==> config.mk <==
export PLATFORM = sky130hd
export DESIGN_NAME = onewire_rom_search_step_core
export DESIGN_NICKNAME = d
export VERILOG_FILES = /design/src/rtl/core/owrs_pkg.sv /design/src/rtl/core/owrs_decide.sv /design/src/rtl/core/onewire_rom_search_step_core.sv
export SDC_FILE = /design/constraint.sdc
export NUM_CORES = 1
export LEC_CHECK = 0
export ABC_CLOCK_PERIOD_IN_PS = 4150
export BUFFER_PORTS_ARGS = -buffer_cell sky130_fd_sc_hd__buf_2
export CAP_MARGIN = 30
export CORE_MARGIN = 2
export CORE_UTILIZATION = 55
export DETAILED_ROUTE_END_ITERATION = 6
export PLACE_DENSITY = 0.77
export SYNTH_ARGS = -nofsm -noshare
export SYNTH_HDL_FRONTEND = slang
export SYNTH_HIERARCHICAL = 1
export SYNTH_SLANG_ARGS = --single-unit
==> constraint.sdc <==
create_clock -name clk_i -period 4.15 [get_ports clk_i]
set_clock_uncertainty 0.05 [all_clocks]
set_input_delay 0.83 -clock clk_i [delete_from_list [all_inputs] [get_ports clk_i]]
set_output_delay 0.83 -clock clk_i [all_outputs]
set_load 0.01 [all_outputs]
==> src/rtl/core/owrs_pkg.sv <==
// ----------------------------------------------------------------------------
// owrs_pkg
// Shared types and constants of the ROM search decision core: operation
// codes, the search state record and the per-request result flags.
// ----------------------------------------------------------------------------
`default_nettype none

package owrs_pkg;

  localparam int unsigned RomBits     = 64;
  localparam int unsigned IdxW        = $clog2(RomBits);
  localparam int unsigned PosW        = IdxW + 1;
  localparam int unsigned FamW        = 4;
  localparam int unsigned FamilyLimit = 9;
  localparam int unsigned OpW         = 2;

  typedef enum logic [OpW-1:0] {
    OpRestart = 2'd0,
    OpBegin   = 2'd1,
    OpPair    = 2'd2
  } owrs_op_e;

  typedef struct packed {
    logic [RomBits-1:0] rom_bits;
    logic [PosW-1:0]    last_disc;
    logic [FamW-1:0]    last_fam_disc;
    logic               last_dev_seen;
    logic [PosW-1:0]    bit_pos;
    logic [PosW-1:0]    last_zero_pos;
    logic               pass_active;
  } owrs_state_t;

  typedef struct packed {
    logic write_valid;
    logic direction;
    logic done;
    logic found;
  } owrs_res_t;

  localparam owrs_state_t StateReset = '{
    rom_bits:      '0,
    last_disc:     '0,
    last_fam_disc: '0,
    last_dev_seen: 1'b0,
    bit_pos:       PosW'(1),
    last_zero_pos: '0,
    pass_active:   1'b0
  };

endpackage

`default_nettype wire

==> src/rtl/core/owrs_decide.sv <==
// ----------------------------------------------------------------------------
// owrs_decide
// Next-state and result logic of the ROM search for one request: restart,
// begin of a pass, or one received bit pair.
// ----------------------------------------------------------------------------
`default_nettype none

module owrs_decide (
  input  owrs_pkg::owrs_state_t    state_i,
  input  logic [owrs_pkg::OpW-1:0] opcode_i,
  input  logic                     presence_i,
  input  logic                     id_bit_i,
  input  logic                     comp_bit_i,
  output owrs_pkg::owrs_state_t    state_o,
  output owrs_pkg::owrs_res_t      res_o
);
  import owrs_pkg::*;

  logic [PosW-1:0] pos;
  logic [PosW-1:0] pos_m1;
  logic [IdxW-1:0] idx;
  logic            dir;
  logic            last_pos;
  owrs_state_t     upd;

  assign pos      = state_i.bit_pos;
  assign pos_m1   = pos - PosW'(1);
  assign idx      = pos_m1[IdxW-1:0];
  assign last_pos = (pos >= PosW'(RomBits));

  always_comb begin
    if (id_bit_i != comp_bit_i) begin
      dir = id_bit_i;
    end else if (pos < state_i.last_disc) begin
      dir = state_i.rom_bits[idx];
    end else begin
      dir = (pos == state_i.last_disc);
    end
  end

  always_comb begin
    state_o = state_i;
    res_o   = '0;
    upd     = state_i;
    case (opcode_i)
      OpRestart: begin
        state_o = StateReset;
      end
      OpBegin: begin
        state_o.bit_pos       = PosW'(1);
        state_o.last_zero_pos = '0;
        state_o.pass_active   = 1'b0;
        if (state_i.last_dev_seen || !presence_i) begin
          state_o.last_disc     = '0;
          state_o.last_fam_disc = '0;
          state_o.last_dev_seen = 1'b0;
          res_o.done            = 1'b1;
        end else begin
          state_o.pass_active = 1'b1;
        end
      end
      OpPair: begin
        if (state_i.pass_active) begin
          if (id_bit_i && comp_bit_i) begin
            state_o.last_disc     = '0;
            state_o.last_fam_disc = '0;
            state_o.last_dev_seen = 1'b0;
            state_o.pass_active   = 1'b0;
            res_o.done            = 1'b1;
          end else begin
            if ((id_bit_i == comp_bit_i) && !dir) begin
              upd.last_zero_pos = pos;
              if (pos < PosW'(FamilyLimit)) begin
                upd.last_fam_disc = pos[FamW-1:0];
              end
            end
            upd.rom_bits[idx] = dir;
            res_o.write_valid = 1'b1;
            res_o.direction   = dir;
            if (last_pos) begin
              upd.pass_active = 1'b0;
              upd.bit_pos     = PosW'(1);
              upd.last_disc   = upd.last_zero_pos;
              res_o.done      = 1'b1;
              if (upd.last_zero_pos == '0) begin
                upd.last_dev_seen = 1'b1;
              end
              if (upd.rom_bits[7:0] == 8'h00) begin
                upd.last_disc     = '0;
                upd.last_fam_disc = '0;
                upd.last_dev_seen = 1'b0;
              end else begin
                res_o.found = 1'b1;
              end
            end else begin
              upd.bit_pos = pos + PosW'(1);
            end
            state_o = upd;
          end
        end
      end
      default: begin
        state_o = state_i;
      end
    endcase
  end

endmodule

`default_nettype wire

==> src/rtl/core/onewire_rom_search_step_core.sv <==
// ----------------------------------------------------------------------------
// onewire_rom_search_step_core
// Decision core of the 1-Wire ROM search: chooses the direction bit for each
// received bit pair and reports the found ROM code at the end of a pass.
// ----------------------------------------------------------------------------
//  Channel | Handshake              | Payload
//  --------+------------------------+------------------------------------------
//  in      | in_valid_i / in_ready_o | opcode, presence, id_bit, comp_bit
//  out     | out_valid_o/out_ready_i | write_valid, direction, done_res, found,
//          |                        | rom_code, family_discrepancy
//
// Each request is decided in the cycle it is accepted and its result appears
// in the output register on the next cycle: one request per cycle unless the
// output stalls. A new request is accepted whenever the output register is
// empty or is being taken in the same cycle, so a stalled output stops the
// input only then. Reset clears state and out_valid only; no clearing pass.
// ----------------------------------------------------------------------------
`default_nettype none

module onewire_rom_search_step_core (
  input  logic                         clk_i,
  input  logic                         rst_ni,
  input  logic                         in_valid_i,
  output logic                         in_ready_o,
  input  logic [owrs_pkg::OpW-1:0]     opcode_i,
  input  logic                         presence_i,
  input  logic                         id_bit_i,
  input  logic                         comp_bit_i,
  output logic                         out_valid_o,
  input  logic                         out_ready_i,
  output logic                         write_valid_o,
  output logic                         direction_o,
  output logic                         done_res_o,
  output logic                         found_o,
  output logic [owrs_pkg::RomBits-1:0] rom_code_o,
  output logic [owrs_pkg::FamW-1:0]    family_discrepancy_o
);
  import owrs_pkg::*;

  owrs_state_t     state_q;
  owrs_state_t     state_d;
  owrs_res_t       res_d;
  owrs_res_t       res_q;
  logic [RomBits-1:0] rom_q;
  logic [FamW-1:0]    fam_q;
  logic            out_valid_q;
  logic            in_take;

  assign in_ready_o = !out_valid_q || out_ready_i;
  assign in_take    = in_valid_i && in_ready_o;

  owrs_decide u_decide (
    .state_i    (state_q),
    .opcode_i   (opcode_i),
    .presence_i (presence_i),
    .id_bit_i   (id_bit_i),
    .comp_bit_i (comp_bit_i),
    .state_o    (state_d),
    .res_o      (res_d)
  );

  always_ff @(posedge clk_i or negedge rst_ni) begin
    if (!rst_ni) begin
      state_q     <= StateReset;
      out_valid_q <= 1'b0;
    end else begin
      if (in_take) begin
        state_q <= state_d;
      end
      if (in_take) begin
        out_valid_q <= 1'b1;
      end else if (out_ready_i) begin
        out_valid_q <= 1'b0;
      end
    end
  end

  always_ff @(posedge clk_i) begin
    if (in_take) begin
      res_q <= res_d;
      rom_q <= state_d.rom_bits;
      fam_q <= state_d.last_fam_disc;
    end
  end

  assign out_valid_o          = out_valid_q;
  assign write_valid_o        = res_q.write_valid;
  assign direction_o          = res_q.direction;
  assign done_res_o           = res_q.done;
  assign found_o              = res_q.found;
  assign rom_code_o           = rom_q;
  assign family_discrepancy_o = fam_q;

endmodule

`default_nettype wire

# After elaboration in Yosys (flattened, before gate mapping)
# Index checks and enable logic that the tools add are counted.
# W data, S select, Z words.
# totals
regBits,164
output_inout_bits,74
# classes
addsub,2
n_eq_ne,10
mux,37
bitwise,3
n_lt_le_gt_ge,5
reduce_logical,21
# op_table
op,n
$pmux W64 S2,1
$mux W91,1
$pmux W27 S3,1
$bwmux W64,1
$mux W64,1
$mux W12,4
$mux W7,5
$mux W1,14
$mux W14,1
$logic_not A8 Y1,1
$mux W4,2
$add A7 B1 Y7 const B,1
$eq A7 B7 Y1,1
$ge A7 B7 Y1 const B,1
$logic_not A7 Y1,1
$lt A6 B7 Y1 const B,1
$lt A7 B4 Y1 const B,1
$lt A7 B7 Y1,1
$bmux W1 S6,1
$demux W1 S6,1
$ge A6 B1 Y1 const B,1
$mux W2,3
$reduce_and A6 Y1,1
$sub A6 B1 Y6 const B,1
21 further kinds,31

# Depth between registers and ports, before layout
# logic_depth
ltp_word,18
ltp_mapped,16
mapped_depth_nobuf,11

# Cells and area by module
# The synthesis kept the hierarchy.
# modules_own_cells
mod,area_per_inst_um2,cells_each,instances
onewire_rom_search_step_core,6007.0,269,1
owrs_decide,3500.9,557,1

# Worst setup path after synthesis
# No wires, ideal clock.
# synth_path
path_type,register to register
from,register state_q[8] in the netlist's numbering
to,register state_q[16] in the netlist's numbering
stages_incl_launch_ff,17
period_less_slack_ps,4004
t_required_ps,3975
slack_ps,146
arrival_ps,3829
n_path_buf,5
path_cell_list,dfstp_2 -> buf_6 -> buf_2 -> inv_1 -> ha_1 -> buf_4 -> buf_2 -> buf_2 -> nor2b_1 -> a2111oi_2 -> o21ai_0 -> a222oi_1 -> o211ai_1 -> o21a_1 -> a221o_1 -> a22o_1 -> mux2_4
# synth_lines
item,line,source
from (decl),onewire_rom_search_step_core.sv:40,owrs_state_t state_q;
from (signal assigned),onewire_rom_search_step_core.sv:64,state_q <= StateReset;
from (signal assigned),onewire_rom_search_step_core.sv:68,state_q <= state_d;

==> impl_metrics.env <==
export IMPL_num_rows=48
export IMPL_synth_seq_cells=164
export IMPL_dr_pass1_iters=6
export IMPL_hold_class="reg2reg"
export IMPL_ios=83
export IMPL_worst_path_max_fanout=15
export IMPL_grt_setup_unrepaired="yes"
export IMPL_clkTransAtPathRegs_ps=70
export IMPL_h_tree_depth=4
export IMPL_maxCapViolCount=0
export IMPL_r2r_slack_ps=130
export IMPL_synthArstFlopShare_pct=56.1
export IMPL_cts_inserted_buffers=17
export IMPL_post_route_util_pct=62.7
export IMPL_crit_cells=13
export IMPL_syn_to_final_growth_pct=12.9
export IMPL_core_area_um2=17100
export IMPL_reg2regPathDepth=13
export IMPL_r2r_end="state_q[50]$_DFFE_PN0P_"
export IMPL_netlist_top_cells_area="dfrtp_1 (24%), edfxtp_1 (23%), mux2_4 (12%)"
export IMPL_crit_start="state_q[8]$_DFFE_PN1P_"
export IMPL_hpwl_um=15900
export IMPL_max_slew_margin_rel_pct=39.2
export IMPL_die_area_um2=18400
export IMPL_drive_gt1_share_pct=29.5
export IMPL_grt_pass1_wl_um=39100
export IMPL_grt_max_degree=65
export IMPL_syn_area_um2=9510
export IMPL_dp_slack_ps=11.8
export IMPL_crit_end="state_q[50]$_DFFE_PN0P_"
export IMPL_wirelength_um=24700
export IMPL_post_route_min_period_ps=4020
export IMPL_status="complete, no violations"
export IMPL_peakVddDrop_v=0.000297
export IMPL_cts_sinks=164
export IMPL_die_width_um=135
export IMPL_synth_top_cell_area_share_pct=24.0
export IMPL_num_antenna_cells=0
export IMPL_slew_viol_final=0
export IMPL_final_antenna_net_count=0
export IMPL_crit_arrival_ps=4340
export IMPL_viasPerCell=6.34
export IMPL_clock_path_buffers=2
export IMPL_synth_edf_count=72
export IMPL_synth_most_common_cell="o21ai_0"
export IMPL_wire_per_inst_um=21.7
export IMPL_final_cells=1139
export IMPL_die_height_um=135
export IMPL_cts_tree="done"
export IMPL_r2r_start="state_q[8]$_DFFE_PN1P_"
export IMPL_max_stage_delay_ps=550
export IMPL_fin_nets=924
export IMPL_crit_type="reg2reg"
export IMPL_ys_seq_area_share_pct=47.0
export IMPL_track_usage_pct=27.8
export IMPL_hold_violations=0
export IMPL_cts_root_buffer="clkbuf_16"
export IMPL_syn_area_per_cell_um2=11.5
export IMPL_ys_types=71
export IMPL_fmax_mhz=249
export IMPL_cp_end_kind="flip-flop"
export IMPL_drt_iter0_markers=816
export IMPL_cts_hold_buf=0
export IMPL_synth_top_area_cell="dfrtp_1"
export IMPL_grt_pass1_vias=6861
export IMPL_power_density_nw_per_um2=419
export IMPL_drc=0
export IMPL_overflow=0
export IMPL_fin_crit_sh_pct=96.9
export IMPL_vias=7219
export IMPL_dpl_cell_count=1105
export IMPL_synthFlopType="dfrtp_1"
export IMPL_total_power_mw=4.49
export IMPL_netlist_instances=826
export IMPL_leakage_nw=4.61
export IMPL_cp_top_family="compound AO/OA/AOI/OAI gates"
export IMPL_finalSetupViolCount=0
export IMPL_routabilityCongestion=0.909
export IMPL_ys_warn_count=6
export IMPL_antenna_found_initial=0
export IMPL_fin_ws_ps=128
export IMPL_cp_num_buf_inv=3
export IMPL_worst_pin_slew_ps=909
export IMPL_worstPathCellList="inv_1, ha_1, xor2_2, buf_4, and2_1, a211oi_1, a31oi_1, a31oi_1, o41ai_4, buf_4, nand4_2, o21ai_1, mux2_4"
export IMPL_clkLatencyLatePin_ps=440
export IMPL_syn_nets=849
export IMPL_slowest_stage="o41ai_4"
export IMPL_start_kind="flip-flop"
export IMPL_synth_common_cells="o21ai_0 (137), dfrtp_1 (91), mux2_4 (79), edfxtp_1 (72), o21a_1 (68)"
export IMPL_start_util_pct=55.5
export IMPL_portBuffers=82
export IMPL_fin_setup_tns_ps=0
export IMPL_critPathRequiredTime_ps=4470
worst min-delay path by stage:
stage	cells past startpoint	end	start
floorplan	1	state_q[19]$_DFFE_PN0P_	state_q[19]$_DFFE_PN0P_
global placement	1	state_q[19]$_DFFE_PN0P_	state_q[19]$_DFFE_PN0P_
detailed placement	1	state_q[18]$_DFFE_PN0P_	state_q[18]$_DFFE_PN0P_
CTS	1	state_q[19]$_DFFE_PN0P_	state_q[19]$_DFFE_PN0P_
global route	1	state_q[19]$_DFFE_PN0P_	state_q[19]$_DFFE_PN0P_
finish	1	state_q[19]$_DFFE_PN0P_	state_q[19]$_DFFE_PN0P_
area by class of cell:
cell class / count / area, um^2
Fill cell: 1325 / 6380
Sequential cell: 164 / 4470
Tap cell: 225 / 282
Inverter: 19 / 71.3
Timing Repair Buffer: 120 / 711
Clock buffer: 17 / 425
Clock inverter: 15 / 208
Multi-Input combinational cell: 579 / 4570
metal layers:
metal	vias up	part of all wire [%]	GRT usage, %	routed length [um]
li1	3233	-	-	-
met1	3577	43	39.0	10500
met2	344	48	43.7	11700
met3	65	6.1	3.93	1500
met4	0	3.7	11.7	914
met5	-	0	0	0
what timing repair did:
action,in CTS,in global routing
pin swaps,0,2
endpoints found under the setup margin,3,68
gates resized for setup,1,1
setup buffers,0,2
through the flow:
stage / area, um^2 / hold slack (ps)
finish: 10700 / 469
global route: 10700 / 479
CTS: 10700 / 471
detailed placement: 10100 / 447
global placement: 10100 / 437
floorplan: 9510 / 430
cells by family (layout without fill, tap and decap cells):
group,after synthesis,in the layout,synth area share [%]
compound gates,292,292,19.8
fa+ha+maj,14,14,1.84
mux,115,115,17.4
simple gates,151,151,8.20
xor+xnor,7,7,0.645
flops,164,164,47.0
buf+inv,83,171,5.18
state kept, by name, indices dropped and copies added, names as in the netlist:
register	cells
out_valid_o	1
rom_code_o	64
done_res_o	1
state_q	91
family_discrepancy_o	4
direction_o	1
write_valid_o	1
found_o	1
layout by cell type, fill, tap and decap left out, types with 8 or more instances in the layout:
cell type  Yosys  final
nand3_1        9      9
buf_4          3     38
mux2_4        79     79
o21ai_1        9     10
o31ai_1        8      8
nand2_1       54     54
buf_2         13     81
mux2i_1       15     15
ha_1          14     13
nand2b_1       9      9
edfxtp_1      72     72
o311ai_1       8      8
clkbuf_16      0     17
o211ai_1      12     12
o21ai_0      137    136
inv_1         19     18
nor2b_1       10     10
dfrtp_1       91     91
mux2_2        14     14
a21oi_1       12     12
o21a_1        68     68
nor2_1        23     22
power breakdown:
group | internal [mW] | switching, mW
sequential | 1.75 | 0.0222
clock | 0.928 | 0.740
combinational | 0.356 | 0.700
(Power assumes the default switching activity.)
